File: src/pic_pkg.sv
package pic_pkg;

    // Field widths
    localparam int COORD_W = 24;
    localparam int COUNT_W = 20;
    localparam int RAD_W   = 16;

    // Derived arithmetic widths (all signed unless noted)
    localparam int DW    = COORD_W + 1;      // coordinate difference
    localparam int CW    = 2 * DW + 1;       // cross product component
    localparam int L2W   = 2 * DW + 1;       // squared length, dot product
    localparam int AW    = CW;               // multiplier A operand
    localparam int XW    = 4 * DW;           // squared cross norm, unsigned
    localparam int RRW   = 2 * RAD_W;        // radius squared, unsigned
    localparam int RLW   = 2 * DW + RRW;     // radius^2 * length^2, unsigned
    localparam int ACC_W = ((XW > RLW) ? XW : RLW) + 4;

    // Digit-serial multiplier: B operand consumed 16 bits per pass
    localparam int DIG_W  = 16;
    localparam int DIG_LG = $clog2(DIG_W);
    localparam int ND_D   = (DW + DIG_W - 1) / DIG_W;
    localparam int ND_C   = (CW + DIG_W - 1) / DIG_W;
    localparam int ND_RAD = (RAD_W + DIG_W) / DIG_W;
    localparam int ND_RR  = (RRW + DIG_W) / DIG_W;
    localparam int NDMAX  = (ND_C > ND_RR) ? ND_C : ND_RR;
    localparam int BW     = NDMAX * DIG_W;
    localparam int DIGC_W = $clog2(NDMAX);
    localparam int SH_W   = $clog2(BW);
    localparam int PW     = AW + DIG_W + 1;

    // Term sequence
    localparam int NTERM  = 17;
    localparam int TERM_W = $clog2(NTERM);
    localparam logic [TERM_W-1:0] TERM_LAST = TERM_W'(NTERM - 1);

    // Work queue
    localparam int QDEPTH = 4;
    localparam int QA_W   = $clog2(QDEPTH);
    localparam int QC_W   = $clog2(QDEPTH + 1);

    // Configuration port
    localparam int CFG_IDX_W  = 3;
    localparam int CFG_DATA_W = (COORD_W > RAD_W) ? COORD_W : RAD_W;
    localparam logic [RAD_W-1:0]   RADIUS_RST = RAD_W'(164);
    localparam logic [COUNT_W-1:0] COUNT_MAX  = '1;

    typedef enum logic [CFG_IDX_W-1:0] {
        REG_START_X,
        REG_START_Y,
        REG_START_Z,
        REG_END_X,
        REG_END_Y,
        REG_END_Z,
        REG_RADIUS
    } t_reg_idx;

    typedef struct packed {
        logic signed [COORD_W-1:0] point_x;
        logic signed [COORD_W-1:0] point_y;
        logic signed [COORD_W-1:0] point_z;
        logic                      last_point;
    } t_in;

    typedef struct packed {
        logic               inside_res;
        logic [COUNT_W-1:0] running_count;
        logic               count_final;
    } t_out;

    typedef struct packed {
        logic signed [COORD_W-1:0] start_x;
        logic signed [COORD_W-1:0] start_y;
        logic signed [COORD_W-1:0] start_z;
        logic signed [COORD_W-1:0] end_x;
        logic signed [COORD_W-1:0] end_y;
        logic signed [COORD_W-1:0] end_z;
        logic [RAD_W-1:0]          radius;
    } t_seg;

    // Point relative to both segment ends, as queued for the back end
    typedef struct packed {
        logic signed [DW-1:0] d_x;
        logic signed [DW-1:0] d_y;
        logic signed [DW-1:0] d_z;
        logic signed [DW-1:0] f_x;
        logic signed [DW-1:0] f_y;
        logic signed [DW-1:0] f_z;
        logic                 last_point;
    } t_work;

    typedef enum logic [3:0] {
        OPD_D0, OPD_D1, OPD_D2,
        OPD_F0, OPD_F1, OPD_F2,
        OPD_L0, OPD_L1, OPD_L2,
        OPD_C0, OPD_C1, OPD_C2,
        OPD_LEN2, OPD_RAD, OPD_RR, OPD_ZERO
    } t_opnd;

    typedef enum logic [3:0] {
        DST_NONE, DST_RR, DST_C0, DST_C1, DST_C2,
        DST_CROSS, DST_LEN2, DST_DP, DST_FINAL
    } t_dst;

    typedef struct packed {
        t_opnd a_sel;
        t_opnd b_sel;
        logic  neg;
        logic  first;
        t_dst  dst;
    } t_term;

    typedef enum logic [1:0] {
        ST_IDLE,
        ST_RUN,
        ST_FLUSH,
        ST_DECIDE
    } t_state;

    function automatic logic signed [DW-1:0] coord_diff(
        input logic signed [COORD_W-1:0] a,
        input logic signed [COORD_W-1:0] b
    );
        return DW'(a) - DW'(b);
    endfunction

    // Multiply-accumulate program for one point
    function automatic t_term term_rom(input logic [TERM_W-1:0] idx);
        t_term t;
        unique case (idx)
            TERM_W'(0):  t = '{OPD_RAD,  OPD_RAD, 1'b0, 1'b1, DST_RR};
            TERM_W'(1):  t = '{OPD_D1,   OPD_F2,  1'b0, 1'b1, DST_NONE};
            TERM_W'(2):  t = '{OPD_D2,   OPD_F1,  1'b1, 1'b0, DST_C0};
            TERM_W'(3):  t = '{OPD_D2,   OPD_F0,  1'b0, 1'b1, DST_NONE};
            TERM_W'(4):  t = '{OPD_D0,   OPD_F2,  1'b1, 1'b0, DST_C1};
            TERM_W'(5):  t = '{OPD_D0,   OPD_F1,  1'b0, 1'b1, DST_NONE};
            TERM_W'(6):  t = '{OPD_D1,   OPD_F0,  1'b1, 1'b0, DST_C2};
            TERM_W'(7):  t = '{OPD_C0,   OPD_C0,  1'b0, 1'b1, DST_NONE};
            TERM_W'(8):  t = '{OPD_C1,   OPD_C1,  1'b0, 1'b0, DST_NONE};
            TERM_W'(9):  t = '{OPD_C2,   OPD_C2,  1'b0, 1'b0, DST_CROSS};
            TERM_W'(10): t = '{OPD_L0,   OPD_L0,  1'b0, 1'b1, DST_NONE};
            TERM_W'(11): t = '{OPD_L1,   OPD_L1,  1'b0, 1'b0, DST_NONE};
            TERM_W'(12): t = '{OPD_L2,   OPD_L2,  1'b0, 1'b0, DST_LEN2};
            TERM_W'(13): t = '{OPD_D0,   OPD_L0,  1'b0, 1'b1, DST_NONE};
            TERM_W'(14): t = '{OPD_D1,   OPD_L1,  1'b0, 1'b0, DST_NONE};
            TERM_W'(15): t = '{OPD_D2,   OPD_L2,  1'b0, 1'b0, DST_DP};
            TERM_W'(16): t = '{OPD_LEN2, OPD_RR,  1'b0, 1'b1, DST_FINAL};
            default:     t = '{OPD_ZERO, OPD_ZERO, 1'b0, 1'b1, DST_NONE};
        endcase
        return t;
    endfunction

    // Index of the last (signed) digit for a given B operand
    function automatic logic [DIGC_W-1:0] last_digit(input t_opnd b);
        logic [DIGC_W-1:0] n;
        unique case (b)
            OPD_D0, OPD_D1, OPD_D2,
            OPD_F0, OPD_F1, OPD_F2,
            OPD_L0, OPD_L1, OPD_L2: n = DIGC_W'(ND_D - 1);
            OPD_C0, OPD_C1, OPD_C2: n = DIGC_W'(ND_C - 1);
            OPD_RAD:                n = DIGC_W'(ND_RAD - 1);
            OPD_RR:                 n = DIGC_W'(ND_RR - 1);
            default:                n = '0;
        endcase
        return n;
    endfunction

endpackage

File: src/pic_queue.sv
module pic_queue (
    input  logic           i_clk,
    input  logic           i_rst_n,
    input  logic           i_push,
    input  pic_pkg::t_work i_data,
    output logic           o_full,
    input  logic           i_pop,
    output pic_pkg::t_work o_data,
    output logic           o_empty
);

    pic_pkg::t_work              r_mem [pic_pkg::QDEPTH];
    logic [pic_pkg::QA_W-1:0]    r_wr;
    logic [pic_pkg::QA_W-1:0]    r_rd;
    logic [pic_pkg::QC_W-1:0]    r_cnt;
    logic [pic_pkg::QC_W-1:0]    n_cnt;
    logic                        do_push;
    logic                        do_pop;

    assign o_full  = (r_cnt == pic_pkg::QC_W'(pic_pkg::QDEPTH));
    assign o_empty = (r_cnt == '0);
    assign do_push = i_push & ~o_full;
    assign do_pop  = i_pop & ~o_empty;
    assign o_data  = r_mem[r_rd];
    assign n_cnt   = r_cnt + pic_pkg::QC_W'(do_push) - pic_pkg::QC_W'(do_pop);

    always_ff @(posedge i_clk) begin
        if (!i_rst_n) begin
            r_wr  <= '0;
            r_rd  <= '0;
            r_cnt <= '0;
        end else begin
            if (do_push) begin
                r_wr <= r_wr + 1'b1;
            end
            if (do_pop) begin
                r_rd <= r_rd + 1'b1;
            end
            r_cnt <= n_cnt;
        end
    end

    always_ff @(posedge i_clk) begin
        if (do_push) begin
            r_mem[r_wr] <= i_data;
        end
    end

endmodule

File: config.mk
export PLATFORM = sky130hd
export DESIGN_NAME = pic_queue
export DESIGN_NICKNAME = d
export VERILOG_FILES = /design/src/pic_pkg.sv /design/src/pic_queue.sv
export SDC_FILE = /design/constraint.sdc
export NUM_CORES = 1
export LEC_CHECK = 0
export ABC_AREA = 1
export BUFFER_PORTS_ARGS = -buffer_cell sky130_fd_sc_hd__buf_2
export CORE_AREA = 4 4 291 293
export CTS_BUF_LIST = sky130_fd_sc_hd__clkbuf_2
export CTS_CLUSTER_SIZE = 16
export DETAILED_ROUTE_END_ITERATION = 16
export DIE_AREA = 0 0 295 297
export HOLD_SLACK_MARGIN = 0.08
export SYNTH_ARGS = -nofsm -noshare
export SYNTH_HDL_FRONTEND = slang
export SYNTH_SLANG_ARGS = --single-unit
File: constraint.sdc
create_clock -name i_clk -period 9.6 [get_ports i_clk]
set_input_delay 0.48 -clock i_clk [delete_from_list [all_inputs] [get_ports i_clk]]
set_output_delay 0.48 -clock i_clk [all_outputs]
set_load 0.01 [all_outputs]
# Yosys cells after proc, flatten, opt, wreduce, memory -nomap -nowiden
# Memories as Yosys holds them, arrays and structs flattened. A register that Yosys moved wholly into a read port is not among the register bits.
# Index checks and enable logic that the tools add are counted.
[op_classes] add_sub_neg=4 n_eq_ne=1 mux=4 bitwise_logic=4 n_reduce_logical=1
[op_table] cell="$add 2x1->2 const B" n=2
[op_table] cell="$mux 2" n=2
[op_table] cell="$add 3x1->3" n=1
[op_table] cell="$eq 3x3->1 const B" n=1
[op_table] cell="$logic_not 3->1" n=1
[op_table] cell="$sub 3x1->3" n=1
[op_table] cell="$and 1x1->1" n=2
[op_table] cell="$mux 1" n=2
[op_table] cell="$not 1->1" n=2
[totals] ff_bits=7 ramBits=604 inputBits=155 out_inout_bits=153 word_cells=18 n_memories=1
[memory_table] memory="r_mem" depth=4 word_bits=151 read_ports=1 rd_clocked_by_memory_dff=1 wr=1 line_no="pic_queue.sv:12" source="pic_pkg::t_work r_mem [pic_pkg::QDEPTH];"

# Logic depth before layout (Yosys ltp)
# Gate-level depths: netlist of run 1.
[logic_depth] word_depth=5 ltp_mapped=11 mapped_depth_nobuf=11

# Worst setup path before layout of run 1
# No wires, ideal clock.
[synth_path] path_type="register to register" from="reg r_cnt[1] (netlist bit)" to="mem r_mem[0][0] (netlist bit), enable pin" setup_time_ns=0.664 arrival_time_ns=6.923 t_required_ns=8.936 setup_slack_ns=2.013 path_stages_with_launch=5 n_path_buf=0 period_less_slack_ns=7.587 path_cell_list="dfxtp_1 > nor2_1 > nand2_1 > nand2_1 > nor2_1"
[synth_via] elab_chain_cells=5
[synth_lines] item="from (decl)" line_no="pic_queue.sv:15" source="logic [pic_pkg::QC_W-1:0] r_cnt;"
[synth_lines] item="from (signal assigned)" line_no="pic_queue.sv:39" source="r_cnt <= n_cnt;"
[synth_lines] item="$eq 3x3->1" line_no="pic_queue.sv:20" source="assign o_full = (r_cnt == pic_pkg::QC_W'(pic_pkg::QDEPTH));"
[synth_lines] item="$not 1->1" line_no="pic_queue.sv:22" source="assign do_push = i_push & ~o_full;"
[synth_lines] item="$and 1x1->1" line_no="pic_queue.sv:22"
[synth_lines] item="$mux 1" line_no="pic_queue.sv:44" source="if (do_push) begin"
[synth_lines] item="$mux 1 (not written as such)" line_no="pic_queue.sv:45" source="r_mem[r_wr] <= i_data;"
[synth_lines] item="to (decl)" line_no="pic_queue.sv:12"
# No other way between the ends.

==> results.json, run 1 <==
{
  "ys_types": 18,
  "p_sw_share_pct": 32.9,
  "antenna_found_initial": 8,
  "dp_cells": 2826,
  "power.leakage_nw": 10.7,
  "finalCritPeriodShare_pct": 47.8,
  "drtPass1Iterations": 4,
  "slew_viol_final": 0,
  "netlist_instances": 1528,
  "clk_path_buf_depth": 3,
  "dpl.hpwl_um": 31800,
  "start_kind": "flop",
  "io_buffers": 307,
  "slew_headroom_pct": 30.8,
  "globalRouteOverflowTotal": 0,
  "p_switching_w": 0.00223,
  "pwr-share-seq_pct": 49.5,
  "core-area_um2": 81800,
  "fin_skew_ns": 0.0776,
  "clock_power_share_pct": 25.8,
  "tightest_slew_ns": 1.04,
  "power.density_nw_per_um2": 227,
  "hold_viol_final": 0,
  "die_width_um": 295,
  "grt_use_total_pct": 13.2,
  "syn-num-nets": 1690,
  "status": "completed",
  "clock-sinks": 613,
  "start_util_pct": 27.8,
  "cts_setup_buffers": 0,
  "cts_root_buf": "clkbuf_2",
  "p_int_w": 0.00453,
  "min_path_type": "reg -> reg",
  "yosysWarnings": 0,
  "ir_drop_uv": 156,
  "critPathMaxFanout": 71,
  "gp_congestion": 0.741,
  "crit_chain": "buf_4 -> buf_4 -> o21ai_0 -> o22ai_1 -> buf_2",
  "total_power_w": 0.00676,
  "die_h_um": 297,
  "yosysSeqAreaShare_pct": 80.5,
  "cts-htree-levels": 4,
  "rows": 105,
  "critPathArrivalTime_ns": 4.11,
  "syn_avg_cell_area_um2": 14.9,
  "grt_pass1_wl_um": 89800,
  "fill_cells": 7856,
  "ant_nets": 0,
  "insertion_delay_ns": 1.21,
  "wl_um": 59500,
  "area_growth_pct": 31.1,
  "tritoncts": "done",
  "final_net_count": 2385,
  "clkTransAtPathRegs_ns": 0.09,
  "grt_pass1_vias": 16300,
  "comb_power_share_pct": 24.8,
  "fin_crit_ns": 4.59,
  "synth_area_um2": 22700,
  "die_area_um2": 87600,
  "wire_per_inst_um": 17.4,
  "cp_slowest_stage_delay_ns": 0.73,
  "drive_gt1_share_pct": 24.5,
  "pin_count": 308,
  "grt_setup_unrepaired": "false",
  "num_vias": 15600,
  "max_clock_freq_mhz": 218,
  "cp_data_required_time_ns": 9.12,
  "grt_start_max_net_pins": 123,
  "setup_viol": 0,
  "setup_tns_ns": 0,
  "multi_input_area_um2": 3860,
  "ys_ff_latch": 613,
  "critPathKind": "reg -> out",
  "crit_path_end_kind": "primary output",
  "numCtsBuffers": 155,
  "via_per_inst": 4.57,
  "critical_path.most_common_cell": "buf_4",
  "drc": 0,
  "register_area_um2": 18300,
  "slowest_stage": "buf_4",
  "final_cells": 3413,
  "cap_violations": 0,
  "drtIter0Drc": 1026
}
cell families after synthesis:
logic type | synth area share (%)
AOI/OAI and AO/OA | 10.9
adders and majority gates | 0.418
buffers and inverters | 2.65
DFF | 80.5
and+or+nand+nor | 5.50
state kept, by name, indices dropped and copies added (netlist names), named ones only:
name,cells
r_wr,2
r_cnt,3
r_mem,604
r_rd,2
metal layers:
layer	share of wire, %	vias up	GRT usage (%)
met1	42	7649	16.1
met5	0	-	0
met4	2.2	0	5.16
li1	-	7288	-
met2	47	553	21.4
met3	8.7	100	4.88
cells in the final DEF (no fill, tap or decap), drive strengths merged:
cell / netlist / final
bufinv: 0 / 4
inv: 19 / 24
nand2: 14 / 14
dfxtp: 9 / 9
dlygate4sd3: 0 / 310
o21ai: 302 / 302
a21oi: 5 / 5
clkinv: 0 / 35
clkinvlp: 0 / 1
nand3: 4 / 4
diode: 0 / 10
o22ai: 151 / 151
clkbuf: 48 / 222
buf: 51 / 327
ha: 6 / 6
nor2: 314 / 314
edfxtp: 604 / 604
fa: 1 / 1
cell type report:
cell class              instances  share of cell area (%)
repair buffers                637                    16.1
multi-input cells             797                    12.9
well taps                    1070                    4.49
inverters                      19                   0.273
clock buffers                 222                    3.73
clock inverters                45                   0.978
diodes                         10                  0.0839
flip-flops and latches        613                    61.5
synthesized netlist by cell type, drive strengths merged:
cell type,count,area [µm²]
nand2,14,52.6
edfxtp,604,18100
a21oi,5,25.0
buf,51,337
o21ai,302,1510
inv,19,71.3
fa,1,20.0
o22ai,151,945
clkbuf,48,195
nand3,4,20.0
dfxtp,9,180
ha,6,75.1
nor2,314,1180
stage by stage:
stage	hold slack [ns]	cell area, µm²	utilization [%]	setup WS (ns)
4_1_cts	0.266	29800	36.4	4.67
5_1_grt	0.370	29800	36.4	4.57
6_report	0.493	29800	36.4	5.01
3_3_place_gp	0.457	25300	30.9	6.14
2_1_floorplan	0.448	22700	-	2.01
3_5_place_dp	0.478	25300	30.9	6.08
timing repair:
item                                   4_1_cts  5_1_grt
gates resized for setup                      0        0
endpoints found under the hold margin      660        0
hold buffers                               310        0
worst paths after layout:
| path | depth (start not counted) | startpoint | slack (ns) | endpoint |
|---|---|---|---|---|
| max | 5 | flop | 5.01 | o_data[4] |
| min | 2 | r_rd[0] | 0.49 | r_rd[0] |
| min reg2reg | 2 | r_rd[0] | 0.49 | r_rd[0] |
| max reg2reg | 6 | r_cnt[1] | 6.14 | r_mem[3][50] |
power groups by stage:
| stage | registers (W) | logic, W | clock network, W |
|---|---|---|---|
| floorplan | 0.00343 | 0.000936 | 0 |
| finish | 0.00335 | 0.00167 | 0.00174 |
| detailed placement | 0.00341 | 0.00159 | 0 |
| global route | 0.00337 | 0.00185 | 0.00197 |
| CTS | 0.00335 | 0.00170 | 0.00183 |
| global placement | 0.00339 | 0.00155 | 0 |
worst max-delay path, delay by kind of cell, from the launching register on:
family | cells | cell delay, ns
AO/OA/AOI/OAI | 2 | 0.54
buffers and inverters | 3 | 1.58
flip-flops | 1 | 0.61
Note: power is estimated with default switching activity, not from simulation.
==> run 2, diff against run 1 <==
ABC_AREA = 0   (was 1)
CORE_AREA = 4 4 287 289   (was 4 4 291 293)
DIE_AREA = 0 0 291 293   (was 0 0 295 297)
clock period = 4.2 ns   (was 9.6 ns; I/O delays follow)
==> results.json, run 2 <==
{
  "pwr-share-seq_pct": 50.8,
  "layout_commonest_cell": "edfxtp_1",
  "comb_power_share_pct": 23.3,
  "clk_path_buf_depth": 3,
  "die_area_um2": 85300,
  "post-synth-top-area-fraction_pct": 81.5,
  "total_power_w": 0.0150,
  "setup_tns_ns": 0,
  "synth_most_common_cell": "edfxtp_1",
  "syn_avg_cell_area_um2": 26.5,
  "globalRouteOverflowTotal": 0,
  "min_path_type": "in -> reg",
  "clock_power_share_pct": 25.9,
  "critPathKind": "reg -> out",
  "cts-htree-levels": 4,
  "slowest_stage": "dfxtp_4",
  "power.leakage_nw": 10.3,
  "slew_headroom_pct": 45.6,
  "grt_use_total_pct": 12.0,
  "crit_path_end_kind": "primary output",
  "crit_chain": "buf_12 -> mux4_2 -> buf_2",
  "area_growth_pct": 34.6,
  "finalCritPeriodShare_pct": 86.2,
  "wire_per_inst_um": 18.1,
  "largest_reg_flops": 604,
  "top_regs": "r_mem: 604 flops, r_cnt: 3 flops",
  "die_h_um": 293,
  "power.density_nw_per_um2": 502,
  "cp.buffers_inverters": 2,
  "tightest_slew_ns": 0.816,
  "hold_viol_final": 0,
  "ant_nets": 0,
  "start_kind": "flop",
  "setup_ws_ns": 0.578,
  "netlist_instances": 840,
  "rr_worst_depth": 4,
  "synthTopCellsByCount": "edfxtp_1 (604), mux4_2 (151), buf_2 (17), buf_6 (11), dfxtp_1 (9)",
  "insertion_delay_ns": 1.25,
  "drtPass1Iterations": 4,
  "fill_cells": 7417,
  "critPathArrivalTime_ns": 3.41,
  "holdPathStages": 3,
  "yosysSeqAreaShare_pct": 82.3,
  "p_sw_share_pct": 28.9,
  "p_int_w": 0.0107,
  "synthTopCellsByArea": "edfxtp_1 (82%), mux4_2 (15%), dfxtp_1 (0.81%), buf_6 (0.56%), buf_2 (0.38%)",
  "slew_viol_final": 0,
  "rows": 104,
  "dpl_worst_slack_ns": 1.52,
  "max_clock_freq_mhz": 276,
  "ir_drop_uv": 332,
  "num_vias": 11900,
  "gp_congestion": 0.690,
  "p_switching_w": 0.00434,
  "synth-edff-count": 604,
  "final_cell_mix": "edfxtp_1 (604), dlygate4sd3_1 (341), buf_2 (307)",
  "numCtsBuffers": 156,
  "cp_data_required_time_ns": 3.99,
  "drtIter0Drc": 550,
  "wl_um": 50600,
  "grt_pass1_vias": 13600,
  "crit_cells": 3,
  "largest-register": "r_mem",
  "grt_start_max_net_pins": 61,
  "fin_crit_ns": 3.62,
  "clkTransAtPathRegs_ns": 0.09,
  "synth_area_um2": 22200,
  "via_per_inst": 4.24,
  "clock-sinks": 613,
  "grt_pass1_wl_um": 78000,
  "cap_violations": 0,
  "netlist.top_cell.by_area": "edfxtp_1",
  "dpl.hpwl_um": 27800,
  "ys_ff_latch": 613,
  "drc": 0,
  "async_reset_ff_share_pct": 0,
  "grt_setup_unrepaired": "false",
  "status": "completed",
  "syn-num-nets": 1002,
  "setup_viol": 0,
  "die_width_um": 291,
  "core-area_um2": 79900,
  "drive_gt1_share_pct": 41.0,
  "pin_count": 308,
  "final_net_count": 1785,
  "yosys_most_used_dff": "edfxtp_1",
  "yosysWarnings": 0,
  "io_buffers": 307,
  "start_util_pct": 27.8,
  "critical-path-top-delay-family": "flip-flops",
  "cts_root_buf": "clkbuf_2",
  "cp_slowest_stage_delay_ns": 0.89,
  "tritoncts": "done",
  "critPathMaxFanout": 48,
  "fin_skew_ns": 0.126,
  "ys_types": 20,
  "hold_slack_ns": 0.360,
  "antenna_found_initial": 7
}
[run 2: cell types whose count changed after synthesis, moves of 4 or more]
cell | previous run | this run
a21oi_1 | 5 | 0
and2_1 | 0 | 7
buf_2 | 35 | 17
buf_4 | 5 | 0
clkbuf_1 | 36 | 8
clkbuf_2 | 12 | 0
inv_1 | 17 | 6
mux4_2 | 0 | 151
nand2_1 | 14 | 6
nand3_1 | 4 | 0
nor2_1 | 314 | 0
o21ai_0 | 267 | 3
o21ai_1 | 35 | 0
o22ai_1 | 151 | 0
[run 2: per-layer routing]
layer / up-vias / global-route usage (%) / part of all wire, %
li1: 5291 / - / -
met5: - / 0 / 0.069
met3: 90 / 4.59 / 8.5
met2: 397 / 20.1 / 50
met1: 6076 / 13.9 / 40
met4: 6 / 4.61 / 2.1
[run 2: path summary, 6_finish.rpt]
kind	startpoint	end	slack (ns)
worst max register to register	r_cnt[2]	r_mem[0][109]	1.48
worst min register to register	r_rd[0]	r_rd[0]	0.51
worst min-delay path	i_data[40]	r_mem[2][40]	0.36
worst max-delay path	flop	o_data[88]	0.58
[run 2: final cells by class]
cell class / instances / area, µm² / area share (%)
tap: 1060 / 1330 / 4.43
timing repair buffer: 661 / 5210 / 17.4
clock buffer: 216 / 1080 / 3.61
clock inverter: 51 / 293 / 0.978
inverter: 6 / 22.5 / 0.0752
antenna: 2 / 5.00 / 0.0167
sequential: 613 / 18300 / 61.2
multi-input combinational: 185 / 3670 / 12.3
[run 2: power groups by stage]
stage | registers, W | clock network [W] | logic (W)
floorplan | 0.00767 | 0 | 0.00211
global placement | 0.00775 | 0 | 0.00334
detailed placement | 0.00780 | 0 | 0.00335
CTS | 0.00765 | 0.00412 | 0.00362
global route | 0.00771 | 0.00445 | 0.00380
finish | 0.00764 | 0.00389 | 0.00351
[run 2: worst register-to-register path, delay by kind of cell (launching register included)]
kind,cells,cell delay (ns)
buffers and inverters,1,0.40
AND/OR/NAND/NOR,3,1.43
flip-flops,1,0.34
[run 2: timing repair]
action                                 in CTS  in global routing
gates resized for setup                     0                  0
endpoints found under the hold margin     875                  0
buffers inserted                            0                  0
hold buffers                              341                  0
[run 2: metrics by stage]
stage               utilization, %  std cells  cell area (µm²)
finish                        37.5       2794            29900
global route                  37.5       2794            29900
CTS                           37.5       2792            29900
detailed placement            31.5       2184            25100
global placement              31.5       2184            25100
floorplan                        -        840            22200
[run 2: cell families after synthesis]
family,share of synthesized area [%]
compound gates,0.101
buf+inv,1.18
fa+ha+maj,0.427
xor+xnor,0.0788
simple gates,0.489
mux,15.4
flops,82.3
