$ cat src/pic_pkg.sv
package pic_pkg;

    // Field widths
    localparam int COORD_W = 24;
    localparam int COUNT_W = 20;
    localparam int RAD_W   = 16;

    // Derived arithmetic widths (all signed unless noted)
    localparam int DW    = COORD_W + 1;      // coordinate difference
    localparam int CW    = 2 * DW + 1;       // cross product component
    localparam int L2W   = 2 * DW + 1;       // squared length, dot product
    localparam int AW    = CW;               // multiplier A operand
    localparam int XW    = 4 * DW;           // squared cross norm, unsigned
    localparam int RRW   = 2 * RAD_W;        // radius squared, unsigned
    localparam int RLW   = 2 * DW + RRW;     // radius^2 * length^2, unsigned
    localparam int ACC_W = ((XW > RLW) ? XW : RLW) + 4;

    // Digit-serial multiplier: B operand consumed 16 bits per pass
    localparam int DIG_W  = 16;
    localparam int DIG_LG = $clog2(DIG_W);
    localparam int ND_D   = (DW + DIG_W - 1) / DIG_W;
    localparam int ND_C   = (CW + DIG_W - 1) / DIG_W;
    localparam int ND_RAD = (RAD_W + DIG_W) / DIG_W;
    localparam int ND_RR  = (RRW + DIG_W) / DIG_W;
    localparam int NDMAX  = (ND_C > ND_RR) ? ND_C : ND_RR;
    localparam int BW     = NDMAX * DIG_W;
    localparam int DIGC_W = $clog2(NDMAX);
    localparam int SH_W   = $clog2(BW);
    localparam int PW     = AW + DIG_W + 1;

    // Term sequence
    localparam int NTERM  = 17;
    localparam int TERM_W = $clog2(NTERM);
    localparam logic [TERM_W-1:0] TERM_LAST = TERM_W'(NTERM - 1);

    // Work queue
    localparam int QDEPTH = 4;
    localparam int QA_W   = $clog2(QDEPTH);
    localparam int QC_W   = $clog2(QDEPTH + 1);

    // Configuration port
    localparam int CFG_IDX_W  = 3;
    localparam int CFG_DATA_W = (COORD_W > RAD_W) ? COORD_W : RAD_W;
    localparam logic [RAD_W-1:0]   RADIUS_RST = RAD_W'(164);
    localparam logic [COUNT_W-1:0] COUNT_MAX  = '1;

    typedef enum logic [CFG_IDX_W-1:0] {
        REG_START_X,
        REG_START_Y,
        REG_START_Z,
        REG_END_X,
        REG_END_Y,
        REG_END_Z,
        REG_RADIUS
    } t_reg_idx;

    typedef struct packed {
        logic signed [COORD_W-1:0] point_x;
        logic signed [COORD_W-1:0] point_y;
        logic signed [COORD_W-1:0] point_z;
        logic                      last_point;
    } t_in;

    typedef struct packed {
        logic               inside_res;
        logic [COUNT_W-1:0] running_count;
        logic               count_final;
    } t_out;

    typedef struct packed {
        logic signed [COORD_W-1:0] start_x;
        logic signed [COORD_W-1:0] start_y;
        logic signed [COORD_W-1:0] start_z;
        logic signed [COORD_W-1:0] end_x;
        logic signed [COORD_W-1:0] end_y;
        logic signed [COORD_W-1:0] end_z;
        logic [RAD_W-1:0]          radius;
    } t_seg;

    // Point relative to both segment ends, as queued for the back end
    typedef struct packed {
        logic signed [DW-1:0] d_x;
        logic signed [DW-1:0] d_y;
        logic signed [DW-1:0] d_z;
        logic signed [DW-1:0] f_x;
        logic signed [DW-1:0] f_y;
        logic signed [DW-1:0] f_z;
        logic                 last_point;
    } t_work;

    typedef enum logic [3:0] {
        OPD_D0, OPD_D1, OPD_D2,
        OPD_F0, OPD_F1, OPD_F2,
        OPD_L0, OPD_L1, OPD_L2,
        OPD_C0, OPD_C1, OPD_C2,
        OPD_LEN2, OPD_RAD, OPD_RR, OPD_ZERO
    } t_opnd;

    typedef enum logic [3:0] {
        DST_NONE, DST_RR, DST_C0, DST_C1, DST_C2,
        DST_CROSS, DST_LEN2, DST_DP, DST_FINAL
    } t_dst;

    typedef struct packed {
        t_opnd a_sel;
        t_opnd b_sel;
        logic  neg;
        logic  first;
        t_dst  dst;
    } t_term;

    typedef enum logic [1:0] {
        ST_IDLE,
        ST_RUN,
        ST_FLUSH,
        ST_DECIDE
    } t_state;

    function automatic logic signed [DW-1:0] coord_diff(
        input logic signed [COORD_W-1:0] a,
        input logic signed [COORD_W-1:0] b
    );
        return DW'(a) - DW'(b);
    endfunction

    // Multiply-accumulate program for one point
    function automatic t_term term_rom(input logic [TERM_W-1:0] idx);
        t_term t;
        unique case (idx)
            TERM_W'(0):  t = '{OPD_RAD,  OPD_RAD, 1'b0, 1'b1, DST_RR};
            TERM_W'(1):  t = '{OPD_D1,   OPD_F2,  1'b0, 1'b1, DST_NONE};
            TERM_W'(2):  t = '{OPD_D2,   OPD_F1,  1'b1, 1'b0, DST_C0};
            TERM_W'(3):  t = '{OPD_D2,   OPD_F0,  1'b0, 1'b1, DST_NONE};
            TERM_W'(4):  t = '{OPD_D0,   OPD_F2,  1'b1, 1'b0, DST_C1};
            TERM_W'(5):  t = '{OPD_D0,   OPD_F1,  1'b0, 1'b1, DST_NONE};
            TERM_W'(6):  t = '{OPD_D1,   OPD_F0,  1'b1, 1'b0, DST_C2};
            TERM_W'(7):  t = '{OPD_C0,   OPD_C0,  1'b0, 1'b1, DST_NONE};
            TERM_W'(8):  t = '{OPD_C1,   OPD_C1,  1'b0, 1'b0, DST_NONE};
            TERM_W'(9):  t = '{OPD_C2,   OPD_C2,  1'b0, 1'b0, DST_CROSS};
            TERM_W'(10): t = '{OPD_L0,   OPD_L0,  1'b0, 1'b1, DST_NONE};
            TERM_W'(11): t = '{OPD_L1,   OPD_L1,  1'b0, 1'b0, DST_NONE};
            TERM_W'(12): t = '{OPD_L2,   OPD_L2,  1'b0, 1'b0, DST_LEN2};
            TERM_W'(13): t = '{OPD_D0,   OPD_L0,  1'b0, 1'b1, DST_NONE};
            TERM_W'(14): t = '{OPD_D1,   OPD_L1,  1'b0, 1'b0, DST_NONE};
            TERM_W'(15): t = '{OPD_D2,   OPD_L2,  1'b0, 1'b0, DST_DP};
            TERM_W'(16): t = '{OPD_LEN2, OPD_RR,  1'b0, 1'b1, DST_FINAL};
            default:     t = '{OPD_ZERO, OPD_ZERO, 1'b0, 1'b1, DST_NONE};
        endcase
        return t;
    endfunction

    // Index of the last (signed) digit for a given B operand
    function automatic logic [DIGC_W-1:0] last_digit(input t_opnd b);
        logic [DIGC_W-1:0] n;
        unique case (b)
            OPD_D0, OPD_D1, OPD_D2,
            OPD_F0, OPD_F1, OPD_F2,
            OPD_L0, OPD_L1, OPD_L2: n = DIGC_W'(ND_D - 1);
            OPD_C0, OPD_C1, OPD_C2: n = DIGC_W'(ND_C - 1);
            OPD_RAD:                n = DIGC_W'(ND_RAD - 1);
            OPD_RR:                 n = DIGC_W'(ND_RR - 1);
            default:                n = '0;
        endcase
        return n;
    endfunction

endpackage

$ cat src/pic_back.sv
module pic_back (
    input  logic           i_clk,
    input  logic           i_rst_n,
    input  pic_pkg::t_seg  i_seg,
    input  pic_pkg::t_work i_q_data,
    input  logic           i_q_empty,
    output logic           o_q_pop,
    output logic           o_empty,
    input  logic           i_pop,
    output pic_pkg::t_out  o_result
);

    // Sequencer
    pic_pkg::t_state                r_state;
    pic_pkg::t_state                n_state;
    logic [pic_pkg::TERM_W-1:0]     r_term;
    logic [pic_pkg::TERM_W-1:0]     n_term;
    logic [pic_pkg::DIGC_W-1:0]     r_dig;
    logic [pic_pkg::DIGC_W-1:0]     n_dig;
    pic_pkg::t_work                 r_work;
    pic_pkg::t_term                 term;
    logic [pic_pkg::DIGC_W-1:0]     ld;
    logic                           dig_last;
    logic                           issue;
    logic                           load_work;
    logic                           decide_fire;

    // Segment direction
    logic signed [pic_pkg::DW-1:0]  l_x;
    logic signed [pic_pkg::DW-1:0]  l_y;
    logic signed [pic_pkg::DW-1:0]  l_z;

    // Multiplier stage
    logic signed [pic_pkg::AW-1:0]  a_val;
    logic signed [pic_pkg::BW-1:0]  b_val;
    logic signed [pic_pkg::BW-1:0]  b_sh;
    logic [pic_pkg::SH_W-1:0]       shamt;
    logic [pic_pkg::DIG_W-1:0]      raw;
    logic signed [pic_pkg::DIG_W:0] dig;
    logic signed [pic_pkg::PW-1:0]  prod;

    logic                           r_p_valid;
    logic signed [pic_pkg::PW-1:0]  r_p_prod;
    logic [pic_pkg::SH_W-1:0]       r_p_shamt;
    logic                           r_p_neg;
    logic                           r_p_first;
    pic_pkg::t_dst                  r_p_dst;

    // Accumulate stage
    logic signed [pic_pkg::ACC_W-1:0] p_ext;
    logic signed [pic_pkg::ACC_W-1:0] p_sh;
    logic signed [pic_pkg::ACC_W-1:0] base;
    logic signed [pic_pkg::ACC_W-1:0] n_acc;
    logic signed [pic_pkg::ACC_W-1:0] r_acc;

    // Partial results
    logic [pic_pkg::RRW-1:0]         r_rr;
    logic signed [pic_pkg::CW-1:0]   r_c0;
    logic signed [pic_pkg::CW-1:0]   r_c1;
    logic signed [pic_pkg::CW-1:0]   r_c2;
    logic [pic_pkg::XW-1:0]          r_cross;
    logic signed [pic_pkg::L2W-1:0]  r_len2;
    logic signed [pic_pkg::L2W-1:0]  r_dp;
    logic [pic_pkg::RLW-1:0]         r_rrlen;

    // Decision, count, output register
    logic                            in_cyl;
    logic [pic_pkg::COUNT_W-1:0]     r_total;
    logic [pic_pkg::COUNT_W-1:0]     n_total;
    logic                            r_out_valid;
    pic_pkg::t_out                   r_out;
    logic                            out_free;

    assign l_x = pic_pkg::coord_diff(i_seg.end_x, i_seg.start_x);
    assign l_y = pic_pkg::coord_diff(i_seg.end_y, i_seg.start_y);
    assign l_z = pic_pkg::coord_diff(i_seg.end_z, i_seg.start_z);

    assign term     = pic_pkg::term_rom(r_term);
    assign ld       = pic_pkg::last_digit(term.b_sel);
    assign dig_last = (r_dig == ld);
    assign issue    = (r_state == pic_pkg::ST_RUN);
    assign out_free = ~r_out_valid | i_pop;
    assign o_empty  = ~r_out_valid;
    assign o_result = r_out;

    // Operand select
    always_comb begin
        unique case (term.a_sel)
            pic_pkg::OPD_D0:   a_val = pic_pkg::AW'(r_work.d_x);
            pic_pkg::OPD_D1:   a_val = pic_pkg::AW'(r_work.d_y);
            pic_pkg::OPD_D2:   a_val = pic_pkg::AW'(r_work.d_z);
            pic_pkg::OPD_L0:   a_val = pic_pkg::AW'(l_x);
            pic_pkg::OPD_L1:   a_val = pic_pkg::AW'(l_y);
            pic_pkg::OPD_L2:   a_val = pic_pkg::AW'(l_z);
            pic_pkg::OPD_C0:   a_val = r_c0;
            pic_pkg::OPD_C1:   a_val = r_c1;
            pic_pkg::OPD_C2:   a_val = r_c2;
            pic_pkg::OPD_LEN2: a_val = r_len2;
            pic_pkg::OPD_RAD:  a_val = pic_pkg::AW'($signed({1'b0, i_seg.radius}));
            default:           a_val = '0;
        endcase
    end

    always_comb begin
        unique case (term.b_sel)
            pic_pkg::OPD_F0:  b_val = pic_pkg::BW'(r_work.f_x);
            pic_pkg::OPD_F1:  b_val = pic_pkg::BW'(r_work.f_y);
            pic_pkg::OPD_F2:  b_val = pic_pkg::BW'(r_work.f_z);
            pic_pkg::OPD_L0:  b_val = pic_pkg::BW'(l_x);
            pic_pkg::OPD_L1:  b_val = pic_pkg::BW'(l_y);
            pic_pkg::OPD_L2:  b_val = pic_pkg::BW'(l_z);
            pic_pkg::OPD_C0:  b_val = pic_pkg::BW'(r_c0);
            pic_pkg::OPD_C1:  b_val = pic_pkg::BW'(r_c1);
            pic_pkg::OPD_C2:  b_val = pic_pkg::BW'(r_c2);
            pic_pkg::OPD_RAD: b_val = pic_pkg::BW'($signed({1'b0, i_seg.radius}));
            pic_pkg::OPD_RR:  b_val = pic_pkg::BW'($signed({1'b0, r_rr}));
            default:          b_val = '0;
        endcase
    end

    // One 16-bit digit of B per cycle; only the top digit carries the sign
    assign shamt = pic_pkg::SH_W'(r_dig) << pic_pkg::DIG_LG;
    assign b_sh  = b_val >>> shamt;
    assign raw   = b_sh[pic_pkg::DIG_W-1:0];
    assign dig   = {dig_last & raw[pic_pkg::DIG_W-1], raw};
    assign prod  = a_val * dig;

    always_ff @(posedge i_clk) begin
        if (!i_rst_n) begin
            r_p_valid <= 1'b0;
        end else begin
            r_p_valid <= issue;
        end
    end

    always_ff @(posedge i_clk) begin
        r_p_prod  <= prod;
        r_p_shamt <= shamt;
        r_p_neg   <= term.neg;
        r_p_first <= term.first & (r_dig == '0);
        r_p_dst   <= dig_last ? term.dst : pic_pkg::DST_NONE;
    end

    // Weight the digit product and accumulate
    assign p_ext = pic_pkg::ACC_W'(r_p_prod);
    assign p_sh  = p_ext <<< r_p_shamt;
    assign base  = r_p_first ? '0 : r_acc;
    assign n_acc = r_p_neg ? (base - p_sh) : (base + p_sh);

    always_ff @(posedge i_clk) begin
        if (r_p_valid) begin
            r_acc <= n_acc;
            unique case (r_p_dst)
                pic_pkg::DST_RR:    r_rr    <= n_acc[pic_pkg::RRW-1:0];
                pic_pkg::DST_C0:    r_c0    <= n_acc[pic_pkg::CW-1:0];
                pic_pkg::DST_C1:    r_c1    <= n_acc[pic_pkg::CW-1:0];
                pic_pkg::DST_C2:    r_c2    <= n_acc[pic_pkg::CW-1:0];
                pic_pkg::DST_CROSS: r_cross <= n_acc[pic_pkg::XW-1:0];
                pic_pkg::DST_LEN2:  r_len2  <= n_acc[pic_pkg::L2W-1:0];
                pic_pkg::DST_DP:    r_dp    <= n_acc[pic_pkg::L2W-1:0];
                pic_pkg::DST_FINAL: r_rrlen <= n_acc[pic_pkg::RLW-1:0];
                default:            ;
            endcase
        end
    end

    // Inside test and saturating count
    assign in_cyl = (r_len2 != '0)
                  && (pic_pkg::ACC_W'(r_cross) <= pic_pkg::ACC_W'(r_rrlen))
                  && !r_dp[pic_pkg::L2W-1]
                  && (r_dp <= r_len2);

    assign n_total = (in_cyl && (r_total != pic_pkg::COUNT_MAX))
                   ? r_total + pic_pkg::COUNT_W'(1) : r_total;

    always_comb begin
        n_state     = r_state;
        n_term      = r_term;
        n_dig       = r_dig;
        o_q_pop     = 1'b0;
        load_work   = 1'b0;
        decide_fire = 1'b0;
        unique case (r_state)
            pic_pkg::ST_IDLE: begin
                if (!i_q_empty) begin
                    o_q_pop   = 1'b1;
                    load_work = 1'b1;
                    n_term    = '0;
                    n_dig     = '0;
                    n_state   = pic_pkg::ST_RUN;
                end
            end
            pic_pkg::ST_RUN: begin
                if (dig_last) begin
                    n_dig = '0;
                    if (r_term == pic_pkg::TERM_LAST) begin
                        n_state = pic_pkg::ST_FLUSH;
                    end else begin
                        n_term = r_term + 1'b1;
                    end
                end else begin
                    n_dig = r_dig + 1'b1;
                end
            end
            pic_pkg::ST_FLUSH: begin
                n_state = pic_pkg::ST_DECIDE;
            end
            pic_pkg::ST_DECIDE: begin
                if (out_free) begin
                    decide_fire = 1'b1;
                    n_state     = pic_pkg::ST_IDLE;
                end
            end
            default: n_state = pic_pkg::ST_IDLE;
        endcase
    end

    always_ff @(posedge i_clk) begin
        if (!i_rst_n) begin
            r_state     <= pic_pkg::ST_IDLE;
            r_term      <= '0;
            r_dig       <= '0;
            r_total     <= '0;
            r_out_valid <= 1'b0;
        end else begin
            r_state <= n_state;
            r_term  <= n_term;
            r_dig   <= n_dig;
            if (decide_fire) begin
                r_total     <= r_work.last_point ? '0 : n_total;
                r_out_valid <= 1'b1;
            end else if (i_pop) begin
                r_out_valid <= 1'b0;
            end
        end
    end

    always_ff @(posedge i_clk) begin
        if (load_work) begin
            r_work <= i_q_data;
        end
        if (decide_fire) begin
            r_out.inside_res    <= in_cyl;
            r_out.running_count <= n_total;
            r_out.count_final   <= r_work.last_point;
        end
    end

endmodule

$ cat config.mk
export PLATFORM = sky130hd
export DESIGN_NAME = pic_back
export DESIGN_NICKNAME = d
export VERILOG_FILES = /design/src/pic_pkg.sv /design/src/pic_back.sv
export SDC_FILE = /design/constraint.sdc
export NUM_CORES = 2
export LEC_CHECK = 0
export ABC_AREA = 1
export BUFFER_PORTS_ARGS = -buffer_cell sky130_fd_sc_hd__buf_2
export CAP_MARGIN = 15
export CELL_PAD_IN_SITES_DETAIL_PLACEMENT = 2
export CELL_PAD_IN_SITES_GLOBAL_PLACEMENT = 2
export CORE_AREA = 5 5 550 389
export DETAILED_ROUTE_END_ITERATION = 10
export DIE_AREA = 0 0 555 394
export PLACE_DENSITY_LB_ADDON = 0.08
export SETUP_SLACK_MARGIN = 0.15
export SYNTH_ARGS = -nofsm -noshare
export SYNTH_HDL_FRONTEND = slang
export SYNTH_SLANG_ARGS = --single-unit
$ cat constraint.sdc
create_clock -name i_clk -period 15.9 [get_ports i_clk]
set_input_delay 1.59 -clock i_clk [delete_from_list [all_inputs] [get_ports i_clk]]
set_output_delay 1.59 -clock i_clk [all_outputs]
set_load 0.01 [all_outputs]
# [Word level (Yosys, flattened, before mapping)]
# Memories as Yosys holds them, arrays and structs flattened. A register that Yosys moved wholly into a read port is not among the register bits.
# Cells that the tools add are included.
# W data, S select, Z words.
[word_totals] out_inout_bits=24 memories=2 ff_bits=853 rom_bits=480 in_bits=315
[op_classes] order_cmp=2 n_mux=26 shift=2 multipliers=1 add_sub_neg=8 bitwise=4 n_eq_ne=40 n_reduce_logical=22
[mem_list] memory="(name not given)" words=32 word_bits=14 read_ports=1 rd_ports_with_merged_regs=1 write_ports=0 line="pic_pkg.sv:129" text="unique case (idx)"
[mem_list] memory="(name not given)" words=16 word_bits=2 read_ports=1 rd_ports_with_merged_regs=0 write_ports=0 line="pic_pkg.sv:155" text="unique case (b)"
[op_table] cell="$pmux W64 S11" n=1
[op_table] cell="$pmux W51 S11" n=1
[op_table] cell="$mux W104" n=2
[op_table] cell="$add A104 B104 Y104" n=1
[op_table] cell="$sshl A68 B6 Y104" n=1
[op_table] cell="$sub A104 B104 Y104" n=1
[op_table] cell="$le A100 B82 Y1" n=1
[op_table] cell="$sub A24 B24 Y25" n=3
[op_table] cell="$mul A51 B17 Y68" n=1
[op_table] cell="$sshr A64 B6 Y16" n=1
[op_table] cell="$eq A4 B4 Y1 const B" n=13
[op_table] cell="$le A51 B51 Y1" n=1
[op_table] cell="$reduce_bool A51 Y1" n=1
[op_table] cell="$eq A4 B3 Y1 const B" n=10
[op_table] cell="$mux W20" n=2
[op_table] cell="$mux W5" n=5
[op_table] cell="$add A20 B1 Y20 const B" n=1
[op_table] cell="$ne A20 B20 Y1 const B" n=1
[op_table] cell="$reduce_and A2 Y1" n=9
[op_table] cell="$eq A4 B2 Y1 const B" n=4
[op_table] cell="$mux W2" n=6
[op_table] cell="$pmux W5 S2" n=1
[op_table] cell="$eq A4 B1 Y1 const B" n=2
[op_table] cell="$ne A2 B2 Y1 const B" n=4
[op_table] cell="19 further kinds" n=32

# [Longest topological paths before layout]
[depth] word_depth=7 depth_mapped=50 ltp_nobuf=48

# [Worst setup path after synthesis]
# Ideal clock, no wire load.
[synth_path] path_kind="register to register" start="register r_p_valid" end="register r_rrlen[0] (netlist name) (enable)" path_slack_ns=4.593 t_arrival_ns=10.583 path_stages_with_launch=3 t_required_ns=15.176 cell_sequence="dfxtp_1 inv_1 nor4_1"
[synth_between] elab_chain_cells=1
[synth_lines] item="start: declaration" line="pic_back.sv:42" text="logic r_p_valid;"
[synth_lines] item="start signal: assignment" line="pic_back.sv:132" text="r_p_valid <= issue;"
[synth_lines] item="$reduce_and A2 Y1 (no line)"
[synth_lines] item="end signal: assignment" line="pic_back.sv:161" text="pic_pkg::DST_FINAL: r_rrlen <= n_acc[pic_pkg::RLW-1:0];"
[synth_lines] item="end: declaration" line="pic_back.sv:64" text="logic [pic_pkg::RLW-1:0] r_rrlen;"
# Every way passes these cells.
# A chain may end at the register's enable or synchronous reset.

# [Final worst setup path]
[layout_path] start="input i_seg[16] (netlist name)" end="register r_p_prod[64] (netlist name)"
[layout_between] elab_chain_cells=5
[layout_lines] item="start: declaration" line="pic_back.sv:4" text="input pic_pkg::t_seg i_seg,"
[layout_lines] item="$sub A24 B24 Y25 (*)" line="pic_pkg.sv:123" text="return DW'(a) - DW'(b);"
[layout_lines] item="$pmux W64 S11" line="pic_back.sv:105" text="unique case (term.b_sel)"
[layout_lines] item="$sshr A64 B6 Y16" line="pic_back.sv:123" text="assign b_sh = b_val >>> shamt;"
[layout_lines] item="$and A1 B1 Y1" line="pic_back.sv:125" text="assign dig = {dig_last & raw[pic_pkg::DIG_W-1], raw};"
[layout_lines] item="$mul A51 B17 Y68 (*)" line="pic_back.sv:126" text="assign prod = a_val * dig;"
[layout_lines] item="named net prod, one bit" line="pic_back.sv:40" text="logic signed [pic_pkg::PW-1:0] prod;"
[layout_lines] item="end signal: assignment" line="pic_back.sv:137" text="r_p_prod <= prod;"
[layout_lines] item="end: declaration" line="pic_back.sv:43" text="logic signed [pic_pkg::PW-1:0] r_p_prod;"
# The timed path passes the listed nets; every way through them passes the cells marked *.

==> impl_metrics.tcl <==
set metrics [dict create \
    end_kind "flop" \
    worst_pin_slew_ns 1.500 \
    synth_top_area_cell "edfxtp_1" \
    synth-edff-count 742 \
    drc 0 \
    cts_sinks 863 \
    start_kind "primary input" \
    overflow 0 \
    post-synth-top-count-cell "inv_1" \
    cp-startpoint "i_seg[16]" \
    area_growth_pct 10.92 \
    vias 77410 \
    synth_cell_types 65 \
    cts_tree "built" \
    slew_headroom_pct 0.03180 \
    cts_setup_buffers 0 \
    finClkSkew_ns 0.1023 \
    path_common_cell "nand2_1" \
    tns_ns 0 \
    final.min_clock_period_ns 11.84 \
    regToRegStartpoint "term[8]" \
    grt_pass1_wl_um 597800 \
    ys_warn_count 0 \
    io_buffers 338 \
    synth_seq_area_share_pct 29.83 \
    post-route-util_pct 43.97 \
    cts_hold_buf 0 \
    fp-row-count 141 \
    core_area_um2 208900 \
    synth-main-ff-cell "edfxtp_1" \
    clockBufferDepth 3 \
    path_class "primary input to flop" \
    htreeDepth 3 \
    synth_common_cells "inv_1, nand2_1, nor2_1" \
    fin_crit_sh_pct 74.45 \
    routed_via_density 5.898 \
    layout-drive-gt1-share_pct 8.687 \
    slew_viol_final 0 \
    synth_area_um2 82810 \
    antenna_found_initial 41 \
    io_pins 339 \
    cts-root-buf "clkbuf_16" \
    drtIter0Drc 8311 \
    clk_latency_ns 0.79 \
    hold_path.class "flop to flop" \
    place_congestion 0.9480 \
    clk_pin_slew_worst_paths_ns 0.07 \
    wirelength_um 416000 \
    arrival_ns 12.42 \
    syn_inst 9931 \
    final_cells 13130 \
    fp.dieH_um 394 \
    max_freq_mhz 84.48 \
    dpl.hpwl_um 333300 \
    yosysTopAreaCellShare_pct 26.91 \
    cp_data_required_time_ns 16.48 \
    outcome "completed" \
    ant_nets 0 \
    grt_max_degree 85 \
    setup_violations 0 \
    firstDrtPassIters 5 \
    routedWlPerCell_um 31.70 \
    maxCapViolations 0 \
    numCtsBuffers 97 \
    rsz0062_at_grt "false" \
    async_flop_share_pct 0 \
    cts_resized 0 \
    syn_avg_cell_area_um2 8.338 \
    cp_slowest_stage_delay_ns 0.84 \
    dpl.cell_count 12930 \
    grt_pass1_vias 84210 \
    fin_nets 11850 \
    start_util_pct 39.64 \
    cp_slowest_cell "inv_2" \
    nFillCells 23380 \
    syn_nets 11530 \
    dieArea_um2 218700 \
    ys_ff_latch 863 \
    grt_usage_pct 37.25 \
    die_w_um 555 \
    min-delay-start "term[5]" \
    worstPathMaxFanout 37 \
    synthTopCellsByArea "edfxtp_1, fa_1, inv_1" \
    hold_violations 0 \
]
-- stage by stage --
step	setup WS, ns	hold slack (ns)	area, µm²
final	4.062	0.3492	91850
after global routing	3.624	0.3501	91820
after CTS	4.300	0.3474	91730
after detailed placement	3.582	0.3334	88420
after global placement	3.780	0.3313	88380
after floorplan	4.593	0.3096	82810
-- flip-flops by register name (all words and copies together) (netlist names), 22 cells and up --
register and flops:
r_p_prod 68, o_result 22, r_rr 32, r_c0 51, r_cross 100, r_c1 51
r_rrlen 82, r_len2 51, r_c2 51, r_work 151, r_dp 51, r_acc 100
-- kinds of logic (layout without fill, tap and decap cells) --
| family | after synthesis | after routing | share of synthesized area (%) |
|---|---|---|---|
| AND/OR/NAND/NOR | 3647 | 3647 | 18.74 |
| buffers and inverters | 2347 | 2742 | 11.04 |
| AO/OA/AOI/OAI | 1491 | 1491 | 10.47 |
| adder cells (fa/ha/maj) | 1285 | 1285 | 26.77 |
| flip-flops | 863 | 863 | 29.83 |
| XOR/XNOR | 296 | 296 | 3.131 |
| multiplexers | 2 | 2 | 0.02418 |
| other | 0 | 12 | 0 |
-- area by class of cell --
class	instances	area (µm²)	share of cell area, %
multi-input cells	6721	49530	53.92
flip-flops and latches	863	24710	26.91
inverters	2036	7642	8.321
well taps	2788	3488	3.798
repair buffers	528	3134	3.412
clock buffers	117	2552	2.779
clock inverters	61	760.7	0.8283
diodes	12	30.03	0.03269
-- placed cells by master (no fill, tap or decap), types with 16 or more instances in the layout --
master / count
and2_1: 16
o21a_1: 37
o21ai_0: 346
nand4_1: 173
a221oi_1: 40
nor3_1: 81
a21o_1: 36
buf_4: 182
o211ai_1: 21
a21oi_1: 641
dfxtp_1: 117
clkinv_1: 32
o21ai_2: 17
nor4_1: 27
a211oi_1: 25
inv_1: 1990
xor2_1: 186
inv_2: 24
nand2_2: 26
ha_1: 474
nand3_1: 639
o21bai_1: 18
nand2_1: 1563
o22ai_1: 73
buf_2: 339
a31oi_1: 56
o2111ai_1: 21
o21ai_1: 40
edfxtp_1: 742
xnor2_1: 93
clkbuf_16: 97
a21boi_0: 16
nor2_1: 1010
nor2_2: 25
fa_1: 811
or2_2: 19
a2111oi_2: 26
-- layer usage --
metal,vias to the layer above,wire length (µm),GRT usage (%)
li1,32680,-,-
met1,40630,185400,54.07
met2,3484,179600,56.13
met3,607,39120,8.191
met4,14,11820,9.967
met5,-,100,0
-- path summary, 6_finish.rpt --
check	endpoint	slack, ns	depth (start not counted)
min	r_p_neg	0.35	0
max reg2reg	r_p_prod[65]	4.95	32
min reg2reg	r_p_neg	0.35	0
max	r_p_prod[64]	4.06	43
-- critical path, delay by kind of cell --
kind | cells | cell delay, ns
fa+ha+maj | 9 | 4.19
simple gates | 21 | 3.47
compound gates | 5 | 1.59
buf+inv | 7 | 1.27
xor+xnor | 1 | 0.18
Power is left out: the tool's default activity adds up to more than one toggle a clock period on the data nets, which glitch-free logic cannot reach.
